<file path="src/rtl/cnms_pkg.sv">
// Shared constants, types and the state encoding of the non-maximum suppression core.
// Used by every file under rtl; depends on nothing else.
package cnms_pkg;

    localparam int MAX_WIDTH   = 2048;
    localparam int MAX_HEIGHT  = 2048;
    localparam int GRAD_BITS   = 16;
    localparam int ADDR_BITS   = $clog2(MAX_WIDTH);
    localparam int MAG_BITS    = 16;
    localparam int DIR_BITS    = 2;
    localparam int POS_BITS    = 11;
    localparam int DIM_BITS    = 12;
    localparam int ABS_BITS    = GRAD_BITS + 1;
    localparam int SQ_BITS     = 2 * GRAD_BITS;
    localparam int LINE_BITS   = 2 * MAG_BITS + DIR_BITS;
    localparam int ROOT_STEPS  = SQ_BITS / 2;
    localparam int STEP_BITS   = $clog2(ROOT_STEPS);
    localparam int IN_BYTES_W  = 32;
    localparam int OUT_BYTES_W = 40;

    // Q8 tangents of 22.5 and 67.5 degrees
    localparam int TAN_LO_Q8 = 106;
    localparam int TAN_HI_Q8 = 618;

    // configuration register indexes
    localparam logic REG_IMAGE_WIDTH  = 1'b0;
    localparam logic REG_IMAGE_HEIGHT = 1'b1;

    // direction codes
    localparam logic [DIR_BITS-1:0] DIR_HORZ  = 2'd0;
    localparam logic [DIR_BITS-1:0] DIR_DIAG  = 2'd1;
    localparam logic [DIR_BITS-1:0] DIR_VERT  = 2'd2;
    localparam logic [DIR_BITS-1:0] DIR_ADIAG = 2'd3;

    typedef enum logic [2:0] {
        ST_IDLE,
        ST_MULT,
        ST_SUM,
        ST_ROOT,
        ST_DONE
    } state_t;

    // square root request and response
    typedef struct packed {
        logic                start;
        logic [SQ_BITS-1:0]  operand;
    } sqrt_req_t;

    typedef struct packed {
        logic                done;
        logic [MAG_BITS-1:0] root;
    } sqrt_rsp_t;

    // one line-buffer entry: upper magnitude, middle magnitude, middle direction
    typedef struct packed {
        logic [MAG_BITS-1:0] upper;
        logic [MAG_BITS-1:0] middle;
        logic [DIR_BITS-1:0] dir;
    } line_entry_t;

endpackage

</file>
<file path="src/rtl/cnms_sqrt.sv">
// Bit-serial integer square root, two operand bits per cycle.
// Depends on cnms_pkg.
module cnms_sqrt (
    input  logic                aclk,
    input  logic                aresetn,
    input  cnms_pkg::sqrt_req_t req,
    output cnms_pkg::sqrt_rsp_t rsp
);
    import cnms_pkg::*;

    localparam int REM_BITS = MAG_BITS + 4;

    logic [SQ_BITS-1:0]   op_reg;
    logic [REM_BITS-1:0]  rem_reg;
    logic [MAG_BITS-1:0]  root_reg;
    logic [STEP_BITS-1:0] cnt_reg;
    logic                 active_reg;
    logic                 done_reg;

    logic [REM_BITS-1:0]  rem_shift;
    logic [REM_BITS-1:0]  trial;
    logic                 fits;

    // one restoring step
    always_comb begin
        rem_shift = {rem_reg[REM_BITS-3:0], op_reg[SQ_BITS-1 -: 2]};
        trial     = {2'b00, root_reg, 2'b01};
        fits      = rem_shift >= trial;
    end

    // control
    always_ff @(posedge aclk) begin
        if (!aresetn) begin
            active_reg <= 1'b0;
            done_reg   <= 1'b0;
            cnt_reg    <= '0;
        end else begin
            done_reg <= 1'b0;
            if (req.start) begin
                active_reg <= 1'b1;
                cnt_reg    <= STEP_BITS'(ROOT_STEPS - 1);
            end else if (active_reg) begin
                cnt_reg <= cnt_reg - 1'b1;
                if (cnt_reg == '0) begin
                    active_reg <= 1'b0;
                    done_reg   <= 1'b1;
                end
            end
        end
    end

    // datapath
    always_ff @(posedge aclk) begin
        if (req.start) begin
            op_reg   <= req.operand;
            rem_reg  <= '0;
            root_reg <= '0;
        end else if (active_reg) begin
            op_reg   <= {op_reg[SQ_BITS-3:0], 2'b00};
            rem_reg  <= fits ? (rem_shift - trial) : rem_shift;
            root_reg <= {root_reg[MAG_BITS-2:0], fits};
        end
    end

    assign rsp.done = done_reg;
    assign rsp.root = root_reg;

endmodule

</file>
<file path="config.mk">
export PLATFORM = sky130hd
export DESIGN_NAME = cnms_sqrt
export DESIGN_NICKNAME = d
export VERILOG_FILES = /design/src/rtl/cnms_pkg.sv /design/src/rtl/cnms_sqrt.sv
export SDC_FILE = /design/constraint.sdc
export NUM_CORES = 1
export LEC_CHECK = 0
export ABC_AREA = 1
export BUFFER_PORTS_ARGS = -buffer_cell sky130_fd_sc_hd__buf_2
export CORE_AREA = 2 2 136 85
export CTS_CLUSTER_SIZE = 12
export DETAILED_ROUTE_END_ITERATION = 8
export DIE_AREA = 0 0 138 87
export PLACE_DENSITY = 0.66
export SYNTH_ARGS = -nofsm -noshare
export SYNTH_HDL_FRONTEND = slang
export SYNTH_SLANG_ARGS = --single-unit
</file>
<file path="constraint.sdc">
create_clock -name aclk -period 6.6 [get_ports aclk]
set_clock_uncertainty 0.05 [all_clocks]
set_input_delay 1.32 -clock aclk [delete_from_list [all_inputs] [get_ports aclk]]
set_output_delay 1.32 -clock aclk [all_outputs]
set_load 0.01 [all_outputs]
</file>
==> results.yml, run 1 <==
layout:
  final_cell_mix: "nand2_1, inv_1, buf_2"
  antenna_cells: 0
  num-fill-cells: 1092
  largest_reg_flops: 32
  register_area_mm2: 0.00176
  final_util: 0.450
  fin_nets: 666
  area_growth_pct: 15.7
  finalInstanceArea_mm2: 0.00490
  drive_gt1_frac: 0.178
  final_common_cell: "nand2_1"
  multiInputGateArea_mm2: 0.00209
hold_path:
  holdPathEnd: "rem_reg[16]$_SDFFE_PP0P_"
  min_from: "rem_reg[16]$_SDFFE_PP0P_"
  holdPathStages: 2
  hold_class: "register to register"
run_status:
  status: "complete, no violations"
sta:
  holdWs_ps: 405
  worst_pin_slew_ps: 885
  setup_slack_ps: 3850
  finalCriticalPeriod_ps: 2750
  setup_viol: 0
  fin_crit_sh: 0.417
  slew_violations: 0
  hold_viol_final: 0
  rsz0062_at_grt: "false"
  tns_ps: 0
  slew_headroom: 0.409
  timing.fmax_ghz: 0.363
clock_network:
  cts_hold_buf: 0
  cts_root_buf: "clkbuf_16"
  cts_resized: 0
  cts_buffers: 9
  cts_tree: "yes"
  path_clk_slew_ps: 60
  clk_latency_ps: 340
  cts_setup_buffers: 0
  ctsHtreeMaxLevel: 3
  clk_path_buf_depth: 2
  cts.sinks: 72
synth:
  synthesis.nets: 620
  synth.distinct_cells: 34
  synth_compound_area_frac: 0.0597
  synth_mux_area_frac: 0
  synthSimpleGateAreaFrac: 0.365
  synth_flop_cell: "dfxtp_1"
  synth-edff-count: 32
  synthCells: 566
  synth-seq-cells: 72
  yosysSeqAreaShare: 0.416
  synth_top_family_by_area: "simple AND/OR/NAND/NOR gates"
  yosysWarnings: 0
  synthesis.area_mm2: 0.00423
  yosys.area_share.adder: 0.0562
  postSynthAreaPerCell_um2: 7.48
  synth-async-reset-ratio: 0
  synth_xor_area_frac: 0.0145
detailed_routing:
  viasPerCell: 4.80
  wl_mm: 9.73
  firstDrtPassIters: 5
  ant_nets: 0
  post-route-drc-count: 0
  wl_per_cell_um: 12.8
  vias: 3654
  drt_iter0_markers: 300
pwr:
  ir_drop_mv: 0.177
  p_leak_uw: 0.00249
  power_density_mw_per_mm2: 433
grt:
  grt_overflow: 0
  grtUsageMet1: 0.252
  grt_antenna_before_repair: 0
  met2_usage: 0.235
  grt_busiest_layer: "met1"
  use_met3: 0.0478
  grt_use_total: 0.167
  grt_pass1_wl_mm: 16.2
  grt_pass1_vias: 3326
  grt_max_degree: 51
placed_design:
  gp_congestion: 0.877
  dp_slack_ps: 3470
  dpl_cell_area_mm2: 0.00457
  place.port_buffers: 51
  dpl.hpwl_mm: 7.38
floorplan:
  coreArea_mm2: 0.0109
  die_h_um: 87
  start_util: 0.389
  die_area_mm2: 0.0120
  die-width_um: 138
  pin_count: 52
  row_count: 30
worst_setup_path:
  critPathArrivalTime_ps: 2680
  worstPathMaxFanout: 50
  worstPathRequired_ps: 6520
  start_kind: "primary input"
  ff2ff_path_depth: 14
  worstSetupEndpointType: "register"
  r2r_end: "rem_reg[15]$_SDFFE_PP0P_"
  path_class: "primary input to register"
  ff2ff_setup_slack_ps: 4170
  r2r-start: "root_reg[7]$_SDFFE_PP0P_"
job:
  cap_violations: 0
worst max-delay path, cell delays in order:
cell      delay [ps]
buf_2            480
nor2_1            80
buf_4            230
clkinv_1          60
buf_4            480
cell families after synthesis:
| logic type | Yosys count |
|---|---|
| DFF | 72 |
| adders and majority gates | 19 |
| xor gates and xnor gates | 7 |
| buffers and inverters | 87 |
| and+or+nand+nor | 338 |
| AOI/OAI and AO/OA | 43 |
through the flow:
stage | instances | total power (µW)
final | 761 | 2120
after global routing | 761 | 2280
after CTS | 761 | 2120
after detailed placement | 745 | 1600
after global placement | 745 | 1590
after floorplan | 566 | 1440
final cells by class:
type	instances	area share
Sequential cell	72	0.360
Multi-Input combinational cell	407	0.428
Timing Repair Buffer	54	0.0567
Inverter	68	0.0521
Clock buffer	13	0.0618
Tap cell	144	0.0368
Clock inverter	3	0.00486
worst max-delay path by stage:
| stage | from | end | slack (ps) | cells after the start |
|---|---|---|---|---|
| global placement | req[32] | op_reg[0]$_SDFFCE_PN0P_ | 3500 | 5 |
| finish | req[32] | op_reg[13]$_DFFE_PP_ | 3850 | 5 |
| global route | req[32] | cnt_reg[0]$_SDFFE_PN0P_ | 3670 | 7 |
| detailed placement | req[32] | op_reg[0]$_SDFFCE_PN0P_ | 3470 | 5 |
| floorplan | req[32] | op_reg[0]$_SDFFCE_PN0P_ | 3370 | 4 |
| CTS | req[32] | cnt_reg[0]$_SDFFE_PN0P_ | 3830 | 7 |
Yosys cell counts (2+ instances only):
master    instances  area, µm²
ha_1             19        238
nand2_1         228        856
nor2_4            2       22.5
nand4_1           4       25.0
nor3_1            6       30.0
o21ai_0           6       30.0
dfxtp_1          40        801
inv_1            67        251
buf_2             5       25.0
buf_6             3       33.8
a21oi_1          15       75.1
o22ai_1          15       93.8
nand3_2          12        120
edfxtp_1         32        961
clkbuf_1          8       30.0
nand2_2          21        131
nand3b_1         14        105
nand3_1          26        130
xnor2_1           5       43.8
xor2_1            2       17.5
nor2_1           21       78.8
o21bai_1          3       22.5
metal layers:
metal	vias to the layer above	routed length, µm
met1	1661	5300
met3	10	578
met2	85	3760
met4	0	92
met5	-	0
li1	1898	-
power breakdown:
part | internal, µW | leakage (µW) | switching (µW)
Combinational | 355 | 0.00168 | 694
Clock | 324 | 0.000163 | 193
Sequential | 525 | 0.000655 | 29.8
Total | 1200 | 0.00249 | 916
No activity file was read; power rests on OpenSTA's default activity.
==> run 2, diff against run 1 <==
--- a/config.mk
+++ b/config.mk
@@ -11,7 +11,7 @@
 export CTS_CLUSTER_SIZE = 12
 export DETAILED_ROUTE_END_ITERATION = 8
 export DIE_AREA = 0 0 138 87
-export PLACE_DENSITY = 0.66
+export PLACE_DENSITY = 0.68
 export SYNTH_ARGS = -nofsm -noshare
 export SYNTH_HDL_FRONTEND = slang
 export SYNTH_SLANG_ARGS = --single-unit
==> constraint.sdc (replaced) <==
create_clock -name aclk -period 2.4 [get_ports aclk]
set_clock_uncertainty 0.05 [all_clocks]
set_input_delay 0.48 -clock aclk [delete_from_list [all_inputs] [get_ports aclk]]
set_output_delay 0.48 -clock aclk [all_outputs]
set_load 0.01 [all_outputs]
==> run 2 against run 1 <==
Net effect:
- non-clock buffer count grew 8
- total power grew to 2.8 times the previous value
- critical path type is now register to register
- first-iteration DRC count shrank 1.0%
==> results.yml, run 2 (same netlist as run 1, synthesis figures left out) <==
run_status:
  status: "complete, no violations"
floorplan:
  die-width_um: 138
  coreArea_mm2: 0.0109
  start_util: 0.389
  die_area_mm2: 0.0120
  pin_count: 52
  die_h_um: 87
  row_count: 30
worst_setup_path:
  worstPathMaxFanout: 19
  worstSetupEndpointType: "register"
  start_kind: "register"
  worstPathRequired_ps: 2570
  critPathArrivalTime_ps: 2420
  path_class: "register to register"
layout:
  fin_nets: 674
  final_cell_mix: "nand2_1, inv_1, buf_2"
  multiInputGateArea_mm2: 0.00210
  final_util: 0.456
  largest_reg_flops: 32
  drive_gt1_frac: 0.189
  register_area_mm2: 0.00176
  area_growth_pct: 17.4
  finalInstanceArea_mm2: 0.00497
  final_common_cell: "nand2_1"
  fin_cells: 769
  antenna_cells: 0
  num-fill-cells: 1064
clock_network:
  cts_resized: 0
  path_clk_slew_ps: 60
  cts_buffers: 9
  cts_setup_buffers: 0
  cts_root_buf: "clkbuf_16"
  ctsHtreeMaxLevel: 3
  cts_tree: "yes"
  cts.sinks: 72
  cts_hold_buf: 0
  clk_path_buf_depth: 2
  clk_latency_ps: 320
grt:
  grt_antenna_before_repair: 0
  grt_use_total: 0.174
  grt_overflow: 0
  grt_max_degree: 35
  grt_pass1_vias: 3350
  grt_pass1_wl_mm: 16.8
sta:
  hold_viol_final: 0
  fin_crit_sh: 0.940
  rsz0062_at_grt: "false"
  timing.fmax_ghz: 0.443
  tns_ps: 0
  setup_viol: 0
  finalCriticalPeriod_ps: 2260
  holdWs_ps: 361
  slew_violations: 0
  worst_pin_slew_ps: 596
  slew_headroom: 0.602
detailed_routing:
  vias: 3710
  ant_nets: 0
  firstDrtPassIters: 5
  viasPerCell: 4.82
  post-route-drc-count: 0
  wl_mm: 10.3
  wl_per_cell_um: 13.4
  drt_iter0_markers: 297
pwr:
  p_leak_uw: 0.00253
  power_density_mw_per_mm2: 1200
  ir_drop_mv: 0.491
job:
  cap_violations: 0
placed_design:
  dp.cells: 751
  dpl_cell_area_mm2: 0.00462
  place.port_buffers: 51
  dpl.hpwl_mm: 7.90
  gp_congestion: 0.924
hold_path:
  hold_class: "primary input to register"
[run 2: cell count changes in the layout (fill, tap and decap cells not counted)]
cell and delta:
buf_4 +8, inv_6 -2, bufinv_16 +1, clkbuf_1 +1
clkbuf_8 -1, clkinv_2 +1, clkinv_4 +1, inv_4 -1
nor2_1 -1, nor2_2 +1
[run 2: path summary, 6_finish.rpt]
kind | start | to | slack, ps | cells after the start
min reg2reg | rem_reg[16]$_SDFFE_PP0P_ | rem_reg[16]$_SDFFE_PP0P_ | 410 | 2
min | aresetn | cnt_reg[2]$_SDFFE_PN0P_ | 360 | 3
max reg2reg | root_reg[9]$_SDFFE_PP0P_ | rem_reg[17]$_SDFFE_PP0P_ | 140 | 12
max | root_reg[9]$_SDFFE_PP0P_ | rem_reg[17]$_SDFFE_PP0P_ | 140 | 12
[run 2: layout make-up]
| class | instances | share of cell area |
|---|---|---|
| Multi-Input combinational cell | 407 | 0.422 |
| Sequential cell | 72 | 0.355 |
| Timing Repair Buffer | 62 | 0.0680 |
| Clock buffer | 13 | 0.0589 |
| Inverter | 68 | 0.0514 |
| Tap cell | 144 | 0.0363 |
| Clock inverter | 3 | 0.00881 |
[run 2: metal layers]
| metal | up-vias | part of all wire | GRT usage |
|---|---|---|---|
| li1 | 1918 | - | - |
| met1 | 1681 | 0.53 | 0.264 |
| met2 | 104 | 0.41 | 0.255 |
| met3 | 7 | 0.054 | 0.0484 |
| met4 | 0 | 0.0044 | 0.0195 |
| met5 | - | 0 | 0 |
[run 2: where the power goes]
group,leakage (µW),switching [µW],internal [µW]
logic,0.00171,1970,1030
registers,0.000655,89.4,1440
clock network,0.000166,486,959
[run 2: metrics by stage]
step | setup WS, ps | power, µW
after floorplan | 12.4 | 3950
after global routing | 7.02 | 6430
after global placement | 130 | 4400
after detailed placement | 85.7 | 4450
after CTS | 64.4 | 5910
final | 143 | 5970
[run 2: worst max-delay path, cell delays in order (launching register included)]
cell     delay [ps]
dfxtp_1         350
inv_1           110
ha_1            400
a21oi_1         240
nand2_1         100
inv_1            90
nand3_2         110
nand2_4         210
nand2_8         160
nand2_2         140
nand2_1          60
nand2_1          70
nand2_1          50
